**config.mk**
```make
export PLATFORM = sky130hd
export DESIGN_NAME = gdr_div
export DESIGN_NICKNAME = d
export VERILOG_FILES = /design/src/rtl/gdr_pkg.sv /design/src/rtl/gdr_div.sv
export SDC_FILE = /design/constraint.sdc
export NUM_CORES = 1
export LEC_CHECK = 0
export ABC_CLOCK_PERIOD_IN_PS = 2700
export BUFFER_PORTS_ARGS = -buffer_cell sky130_fd_sc_hd__buf_2
export CORE_MARGIN = 2
export CORE_UTILIZATION = 51
export DETAILED_ROUTE_END_ITERATION = 12
export PLACE_DENSITY_LB_ADDON = 0.3
export SYNTH_ARGS = -nofsm -noshare
export SYNTH_HDL_FRONTEND = slang
export SYNTH_SLANG_ARGS = --single-unit
```
**constraint.sdc**
```tcl
create_clock -name i_clk -period 2.7 [get_ports i_clk]
set_input_delay 0.27 -clock i_clk [delete_from_list [all_inputs] [get_ports i_clk]]
set_output_delay 0.27 -clock i_clk [all_outputs]
set_load 0.005 [all_outputs]
```
**src/rtl/gdr_pkg.sv**
```systemverilog
package gdr_pkg;

    // geometry and number formats
    localparam int MAP_DIM_DEF = 64;
    localparam int FRAC_BITS   = 16;
    localparam int ONE_FX      = 1 << FRAC_BITS;
    localparam int TEX_SIZE    = 256;
    localparam int TEX_W       = $clog2(TEX_SIZE);

    // field widths
    localparam int POS_W   = 22;
    localparam int VEC_W   = 18;
    localparam int SCR_W   = 12;
    localparam int COL_W   = 11;
    localparam int CELL_W  = 6;
    localparam int TYPE_W  = 4;
    localparam int PERP_W  = 24;
    localparam int LH_W    = 16;
    localparam int ROW_W   = 11;

    // internal widths
    localparam int T_W       = COL_W + 2 + FRAC_BITS;
    localparam int RAY_W     = 32;
    localparam int DIV_NUM_W = 48;

    // ports
    localparam int CFG_IDX_W = 3;
    localparam int CFG_W     = 22;
    localparam int IN_W      = 32;
    localparam int OUT_W     = 88;

    // register reset values
    localparam int DIR_X_RST   = 0;
    localparam int DIR_Y_RST   = 65536;
    localparam int PLANE_X_RST = 43691;
    localparam int PLANE_Y_RST = 0;
    localparam int SCR_W_RST   = 640;
    localparam int SCR_H_RST   = 480;

    typedef enum logic [CFG_IDX_W-1:0] {
        CFG_POS_X,
        CFG_POS_Y,
        CFG_DIR_X,
        CFG_DIR_Y,
        CFG_PLANE_X,
        CFG_PLANE_Y,
        CFG_SCR_W,
        CFG_SCR_H
    } t_cfg_idx;

    typedef enum logic [3:0] {
        S_CLR,
        S_IDLE,
        S_TDIV,
        S_RAY1,
        S_RAY2,
        S_RD,
        S_CHK,
        S_PDIV,
        S_LH,
        S_LDIV,
        S_TEX,
        S_FIN
    } t_state;

    typedef struct packed {
        logic                 start;
        logic [DIV_NUM_W-1:0] num;
        logic [RAY_W-1:0]     den;
    } t_div_req;

    typedef struct packed {
        logic                 done;
        logic [DIV_NUM_W-1:0] quot;
    } t_div_rsp;

    // first field in the highest bits
    typedef struct packed {
        logic [TEX_W-1:0]  tex_column;
        logic [ROW_W-1:0]  draw_end;
        logic [ROW_W-1:0]  draw_start;
        logic [LH_W-1:0]   line_height;
        logic [PERP_W-1:0] perp_distance;
        logic [TYPE_W-1:0] wall_type;
        logic [CELL_W-1:0] wall_col;
        logic [CELL_W-1:0] wall_row;
        logic              wall_side;
        logic              hit;
    } t_result;

endpackage

```
**src/rtl/gdr_div.sv**
```systemverilog
module gdr_div import gdr_pkg::*; (
    input  logic     i_clk,
    input  logic     i_rst_n,
    input  t_div_req i_req,
    output t_div_rsp o_rsp
);

    localparam int CNT_W = $clog2(DIV_NUM_W + 1);

    logic                 r_busy;
    logic                 r_done;
    logic [CNT_W-1:0]     r_cnt;
    logic [RAY_W-1:0]     r_rem;
    logic [DIV_NUM_W-1:0] r_quo;
    logic [RAY_W-1:0]     r_den;

    logic [RAY_W:0]       n_sh;
    logic [RAY_W:0]       n_diff;
    logic                 n_ge;

    // restoring divide, one quotient bit per cycle
    always_comb begin
        n_sh   = {r_rem, r_quo[DIV_NUM_W-1]};
        n_diff = n_sh - {1'b0, r_den};
        n_ge   = (n_sh >= {1'b0, r_den});
    end

    always_ff @(posedge i_clk) begin
        if (!i_rst_n) begin
            r_busy <= 1'b0;
            r_done <= 1'b0;
            r_cnt  <= '0;
        end else begin
            r_done <= 1'b0;
            if (i_req.start) begin
                r_busy <= 1'b1;
                r_cnt  <= CNT_W'(DIV_NUM_W);
            end else if (r_busy) begin
                r_cnt <= r_cnt - CNT_W'(1);
                if (r_cnt == CNT_W'(1)) begin
                    r_busy <= 1'b0;
                    r_done <= 1'b1;
                end
            end
        end
    end

    always_ff @(posedge i_clk) begin
        if (i_req.start) begin
            r_rem <= '0;
            r_quo <= i_req.num;
            r_den <= i_req.den;
        end else if (r_busy) begin
            r_rem <= n_ge ? n_diff[RAY_W-1:0] : n_sh[RAY_W-1:0];
            r_quo <= {r_quo[DIV_NUM_W-2:0], n_ge};
        end
    end

    assign o_rsp.done = r_done;
    assign o_rsp.quot = r_quo;

endmodule

```
==> impl_summary.md, run 1 <==
Route
After detailed routing, the number of remaining DRC violations is 0. The first routing iteration left 385 violations. The final antenna-violating net count is 0. The post-detailed-route wirelength per cell is 18.5 um. The routed layout has a little under 6k vias.

Summed over all layers, the routed wires come to between 15 and 20 mm. Dividing the detail-routed via count by the number of cells gives about 5.7. The detailed-routing iteration count for the pre-antenna-repair pass is 5.

Synth
The number of nets in the synthesized netlist is 767. After synthesis the netlist holds a flip-flop and latch count of 120. Yosys printed 0 warnings. The number of instances in the synthesized netlist is 649. By area the synthesized netlist is led by edfxtp_1 35%, dfxtp_1 12%, mux2_2 8.0%, ha_1 6.3%, nor2_1 3.2%.

Of all cell types, the one taking the most synthesized area is edfxtp_1. A synthesized cell averages 10.4 sq um. The top cell type by area accounts for between 30% and 40% of the synthesized area. In the synthesized netlist the async set-or-reset flop fraction comes to 0%. The number of distinct library cells after synthesis is 64. The total standard cell area after synthesis is roughly 6800 sq um. The number of enable flip-flop cells after synthesis is 80. Summing the sequential cell areas from Yosys gives ~47% of the chip area. In the synthesized netlist the dominant register cell turns out to be edfxtp_1.

Power and ir drop
The analysis attributes to cell leakage a power of about 0.0038 uW. The power density over cell area is around 590 nW/um^2. The worst-case IR drop observed on VDD is between 0.5 and 0.6 mV.

Cells and area
The library cell used most frequently in the layout, excluding fill and tap cells, is buf_2. The fraction of layout instances using a drive strength above 1 is between 40% and 50%. The count of nets after finishing is ~970.

The post-route cell area is between 9000 and 10,000 sq um. The library cells used most frequently in the layout, excluding fill and tap cells, are 130 x buf_2, 80 x edfxtp_1, 78 x buf_4. Cells fill a little over two thirds of the core in the end. The count of cells in the finished layout, fillers not included, comes to 1,038.

The total inserted antenna cells is 0. The count of filler cells inserted in the layout is a little under 1k. The relative area change from synthesis to final layout is 36.2%.

STA
Setup repair after global routing could not meet its margin everywhere. Setup violations remaining at the end of the flow were counted as 27. Measured against its own limit, the worst slew margin works out to around two fifths.

Once routing completed, OpenROAD measured the worst setup slack at -0.144 ns. The number of max-slew violations in the final report was 0. After layout, the worst path uses 105% of the clock period. The clock skew after layout is around 0.0090 ns. The transition time of the tightest slew-check pin is approximately 0.90 ns.

The number of hold violations in the final report was 0. The total negative slack for setup checks is -2.22 ns. The routed design could run at a clock period as short as 2.84 ns. Derived from the worst setup path, the maximum achievable clock frequency is about 350 MHz.

Critical path
The sum of buffers and inverters on the critical path is 2. At the worst endpoint, the arrival time is 3.16 ns. Data on the critical path is required at its endpoint by ~3 ns. The worst setup path is of the flip-flop to flip-flop kind. The element type at the critical path start is a flip-flop.

The kind of end point of the critical path is a flip-flop. The slowest cell on the critical path is o31a_1. The highest fanout seen on the critical path is 5. The signal on the critical path passes through inv_1, ha_4, nand4_1, a31oi_1, a21oi_2, nor3b_2, o2111a_2, o31a_1, buf_4, a2111oi_1. The top cell family by delay on the critical path is compound AO/OA/AOI/OAI gates. The critical path's largest stage delay is between 0.3 and 0.4 ns.

Floorplanning
approximately 130 I/O pins were placed. For this configuration, the core starts out at a cell density of 51.6%. The floorplan has 42 rows. The vertical extent of the die is 119 um. The x dimension of the die is ~120 um. After floorplanning, the core was sized to cover around 13,000 sq um. The die area is approximately 14,000 sq um.

CTS
The buffer levels on the longest clock path is 2. The number of clock buffers added by TritonCTS is 17. The clock insertion delay at the later pin of the skew report is 0.43 ns. The tree is rooted in a clkbuf_16.

For this design, the CTS-stage hold fixing added 0 buffers. TritonCTS built the clock tree. For this design, the sink count on the clock tree is between 100 and 150.

The number of H-tree levels is 4. After clock tree synthesis, the clock-pin slew on the worst setup and hold paths is approximately 0.06 ns.

GRT
Global routing used between 20% and 30% of the available tracks. The number of antenna violations at the first check in global routing is 0. Global routing finished with a remaining overflow of 0.

The first global-routing pass estimated around 30 mm of wire. The pin count of the biggest net entering global routing is between 40 and 50. The via count of the first global-routing pass is approximately 6.1k.

Placed design
The number of buffer cells added on primary ports is approximately 130. The weighted congestion at the end of routability-driven global placement is 1.01. In this run the cell area measured after placement is 8040 sq um.

The number of placed cells counting well taps is 991. The HPWL after detailed placement is between 10 and 15 mm. The minimum setup slack after placement is -0.194 ns.

Outcome
The run finished, with violations left. The final reports fail on setup timing.

Job
Across the run, the number of max-cap violations was 0.

Hold path
The class of the worst hold path is input port to flip-flop.
## synth_stat cells (all sizes together) (6+ instances only)
cell type	number
edfxtp	80
nor2	57
mux2	48
nand2	48
inv	45
dfxtp	40
a21oi	35
ha	34
clkbuf	24
nand3	23
o21ai	23
xnor2	21
a211oi	18
mux2i	16
o31ai	12
buf	11
a21o	9
nor3	8
o21a	8
nand4	7
o211ai	7
xor2	7
nand2b	6
## what timing repair did
action / 4_1_cts / 5_1_grt
endpoints found under the setup margin: 33 / 33
pin swaps: 28 / 27
cloned: 1 / 2
setup buffers: 6 / 8
hold endpoints to repair: 0 / 0
resized for setup: 40 / 57
## kinds of logic after synthesis
logic type	Yosys count	synth area share (%)
simple gates	170	11.5
compound gates	152	16.0
fa+ha+maj	35	6.57
mux	64	10.3
buf+inv	80	4.78
xor+xnor	28	3.62
flops	120	47.2
## flip-flops by register name, indices dropped and copies added (netlist names)
| name | cells |
|---|---|
| r_quo | 48 |
| r_den | 32 |
| r_rem | 32 |
| r_cnt | 6 |
| r_busy | 1 |
| r_done | 1 |
## metal layers
| layer | global-route usage, % | share of wire (%) | up-vias |
|---|---|---|---|
| met1 | 33.2 | 41 | 2877 |
| met2 | 43.6 | 48 | 241 |
| met4 | 8.82 | 2.5 | 0 |
| met5 | 0 | 0 | - |
| met3 | 9.24 | 8.1 | 46 |
| li1 | - | - | 2794 |
## path summary, 6_finish.rpt
path                  start        end  slack (ns)  depth (start not counted)
setup / recovery  r_den[18]  r_rem[12]       -0.14                         10
hold / removal     i_req[2]   r_den[2]        0.02                          1
setup reg to reg  r_den[18]  r_rem[12]       -0.14                         10
hold reg to reg   r_rem[21]  r_rem[21]        0.50                          2
## area by class of cell
| cell class | count | area (sq um) | area share [%] |
|---|---|---|---|
| tap | 176 | 220 | 2.39 |
| inverter | 45 | 169 | 1.83 |
| clock buffer | 19 | 433 | 4.69 |
| timing repair buffer | 216 | 1350 | 14.7 |
| clock inverter | 13 | 121 | 1.31 |
| sequential | 120 | 3200 | 34.7 |
| multi-input combinational | 449 | 3730 | 40.4 |
## power breakdown
part,internal [uW],switching (uW),total [uW]
Sequential,2130,90.8,2220
Clock,1270,881,2150
Combinational,537,563,1100
## through the flow
step	total power, uW	hold slack (ns)
global route	5690	0.00636
global placement	3160	0.446
detailed placement	3190	0.448
CTS	5410	0.00893
finish	5480	0.0183
floorplan	2780	0.369
Note: power is estimated with default switching activity, not from simulation.
==> inputs of run 2 (changes only) <==
--- a/config.mk
+++ b/config.mk
@@ -8,7 +8,8 @@
 export ABC_CLOCK_PERIOD_IN_PS = 2700
 export BUFFER_PORTS_ARGS = -buffer_cell sky130_fd_sc_hd__buf_2
 export CORE_MARGIN = 2
-export CORE_UTILIZATION = 51
+export CORE_UTILIZATION = 52
+export CTS_BUF_LIST = sky130_fd_sc_hd__clkbuf_2
 export DETAILED_ROUTE_END_ITERATION = 12
 export PLACE_DENSITY_LB_ADDON = 0.3
 export SYNTH_ARGS = -nofsm -noshare
==> run 2 against run 1 <==
Compared with the run above: the flow still finishes with violations (setup timing); utilization grew 7.0 points; sequential share of layout area decreased by 2.0 points; via count grew 7.0%; wire length is 5.2% higher; global-route usage increased by 2.1 points; first-iteration DRC count is 51% higher; critical path type unchanged; sequential cell count stayed put; sequential power hardly changed.
==> impl_summary.md, run 2 (same netlist as run 1, synthesis figures left out) <==
Route
The per-cell via count in the routed design is 5.64 (was 5.74). The detailed-routing iteration count for the pre-antenna-repair pass came to 6 (was 5). The final routed DRC violation total is 0 (unchanged). The via total after detailed routing is 6,378 (was 5,958). The starting DRC count in detailed routing is 583 (was 385). The wire length after detailed routing is 20.3 mm (was 19.3 mm). The final antenna-violating net count came to 0 (unchanged). The post-detailed-route wirelength per cell is 17.9 um (was 18.5 um).

Hold path
The startpoint of the worst hold path is i_req[15] (was i_req[2]). The class of the worst hold path is input port to flip-flop (unchanged). The hold-critical path depth is 2 (was 1). The end of the worst hold path is r_den[15] (was r_den[2]).

Critical path
The count of cells along the worst register-to-register path was 13 (was 10). The kind of end point of the critical path is a flip-flop (unchanged). The highest fanout seen on the critical path is 6 (was 5). The data arrival time of the critical path is 3.39 ns (was 3.16 ns). The category of the critical setup timing path is flip-flop to flip-flop (unchanged). The startpoint of the worst-slack reg-to-reg timing path is r_den[17] (was r_den[18]). The worst flop-to-flop path endpoint is r_quo[0] (was r_rem[12]).

The slack of the worst reg-to-reg path is -0.20 ns (was -0.14 ns). The element type at the critical path start is a flip-flop (unchanged). The required time of the critical path was 3.19 ns (was 3.01 ns).

STA
The hold slack came to 0.226 ns (was 0.0183 ns). The clock skew after layout is 0.0481 ns (was 0.00899 ns). The slack of the critical path was -0.199 ns (was -0.144 ns). The period utilization is 107% (was 105%). The highest attainable clock frequency came to 345 MHz (was 352 MHz). The remaining max-slew budget at the tightest pin is 59.9% (was 39.7%).

The number of hold violations in the final report was 0 (unchanged). The number of max-slew violations in the final report is 0 (unchanged). The transition time of the tightest slew-check pin is 0.602 ns (was 0.902 ns). The final-report setup violation count is 32 (was 27).

Setup repair after global routing missed its margin: yes (unchanged). The time the worst path needs with I/O delays and setup is 2.90 ns (was 2.84 ns).

Cells and area
The multi-input logic area came to 3720 sq um (was 3730 sq um). The post-route cell area is 9790 sq um (was 9230 sq um). The area taken by flip-flops and latches is 3200 sq um (unchanged). The fraction of layout instances using a drive strength above 1 is 40.1% (was 43.2%). Leading cell types in the layout, fill and taps excluded: 130 x buf_2, 90 x buf_4, 82 x dlygate4sd3_1 (was 130 x buf_2, 80 x edfxtp_1, 78 x buf_4). The relative area change from synthesis to final layout is 44.5% (was 36.2%). The count of nets after finishing was 1,062 (was 967).

The largest register by flop count is r_quo (unchanged). The number of flip-flops in the largest register is 48 (unchanged). Top Registers: r_quo (48), r_den (32), r_rem (32) (unchanged). The most common cell after layout, fill and taps aside is buf_2 (unchanged). The count of filler cells inserted in the layout came to 817 (was 974).

Floorplanning
The I/O pin total is 132 (unchanged). The site row count came to 41 (was 42). The x dimension of the die is 118 um (was 119 um). The starting utilization of the core area is 53.5% (was 51.6%).

The vertical extent of the die came to 118 um (was 119 um). The area of the core region is 12,700 sq um (was 13,100 sq um). The die area came to 14,000 sq um (was 14,200 sq um).

CTS
The number of H-tree levels is 4 (unchanged). The total CTS buffers is 17 (unchanged). The clock transition at the registers of the reported paths was 0.22 ns (was 0.06 ns).

The clock insertion delay at the later pin of the skew report is 0.73 ns (was 0.43 ns). The buffer levels on the longest clock path was 2 (unchanged). The number of sinks handled by clock tree synthesis came to 120 (unchanged).

The clock tree from TritonCTS is yes (unchanged). The root buffer selected by CTS is clkbuf_2 (was clkbuf_16).

Outcome
Failing checks: setup timing (unchanged). Outcome: complete, but fails checks (unchanged).

Power and ir drop
The sequential share of power is 49.3% (was 40.6%). The power density over cell area is 461 nW/um^2 (was 593 nW/um^2). The share of total power in the clock network was 23.9% (was 39.3%). The combinational power share is 26.8% (was 20.1%). The total chip power came to 4510 uW (was 5480 uW). The total internal power is 3090 uW (was 3940 uW).

The power spent charging and discharging nets was 1420 uW (was 1530 uW). The worst supply voltage drop on vdd is 0.382 mV (was 0.503 mV). The leakage component of the power is 0.00407 uW (was 0.00378 uW). The switching fraction of total power is 31.6% (was 28.0%).

GRT
The first-pass GRT wire length is 31.9 mm (was 30.0 mm). The via count of the first global-routing pass is 6,426 (was 6,081). The number of antenna violations at the first check in global routing is 1 (was 0). The leftover overflow at the end of global routing is 0 (unchanged). The pin count of the biggest net entering global routing was 40 (was 49). The total track usage is 28.8% (was 26.7%).

Placed design
The minimum setup slack after placement came to -0.249 ns (was -0.194 ns). The number of buffer cells added on primary ports is 131 (unchanged). The HPWL after detailed placement is 12.7 mm (was 13.2 mm). The standard cell area after detailed placement is 8120 sq um (was 8040 sq um). The weighted congestion at the end of routability-driven global placement is 0.916 (was 1.01).

Job
The number of max-cap violations was 0 (unchanged).
-- run 2: worst max-delay path by stage --
stage	slack, ns	start	endpoint	cells after the start
2_1_floorplan	-0.02	r_den[1]	r_rem[17]	11
6_report	-0.20	r_den[17]	r_quo[0]	13
4_1_cts	-0.1	r_den[16]	r_rem[18]	11
3_5_place_dp	-0.25	r_den[1]	r_rem[13]	10
3_3_place_gp	-0.20	r_quo[47]	r_rem[24]	12
5_1_grt	-0.29	r_den[13]	r_rem[17]	13
-- run 2: per-stage QoR --
stage	util [%]	setup TNS [ns]	instances
floorplan	-	-0.0159	649
global placement	64.1	-1.95	996
detailed placement	64.1	-3.96	996
CTS	75.0	-0.653	1122
global route	77.3	-6.56	1130
finish	77.3	-2.42	1130
-- run 2: power by group through the flow --
| stage | logic, uW | registers [uW] | clock network, uW |
|---|---|---|---|
| floorplan | 545 | 2240 | 0 |
| global placement | 926 | 2240 | 0 |
| detailed placement | 951 | 2240 | 0 |
| CTS | 1120 | 2210 | 1080 |
| global route | 1310 | 2240 | 1170 |
| finish | 1210 | 2230 | 1080 |
-- run 2: layer usage --
layer,wire [um],track usage [%]
met1,8010,34.6
met2,9940,50.1
met3,1630,7.24
met4,667,9.71
met5,0,0
-- run 2: what timing repair did --
item | 4_1_cts | 5_1_grt
setup buffers | 12 | 8
resized for setup | 49 | 48
hold buffers | 82 | 0
setup endpoints to repair | 33 | 33
pin swaps | 15 | 36
endpoints found under the hold margin | 97 | 0
cloned | 0 | 1
-- run 2: critical path, stage by stage, from the launching register on --
cell	delay (ns)
edfxtp_1	0.46
inv_2	0.09
ha_4	0.20
nand4_1	0.17
buf_4	0.14
nor2_2	0.04
a211o_1	0.33
nor3b_2	0.21
o2111a_2	0.27
o31ai_4	0.07
buf_6	0.16
clkbuf_16	0.16
buf_4	0.13
mux2_2	0.25
-- run 2: area by class of cell --
cell class	instances	share of cell area, %
Antenna cell	1	0.0255
Sequential cell	120	32.7
Clock inverter	12	1.06
Inverter	45	1.72
Multi-Input combinational cell	449	38.0
Clock buffer	20	1.02
Tap cell	172	2.20
Timing Repair Buffer	311	23.3
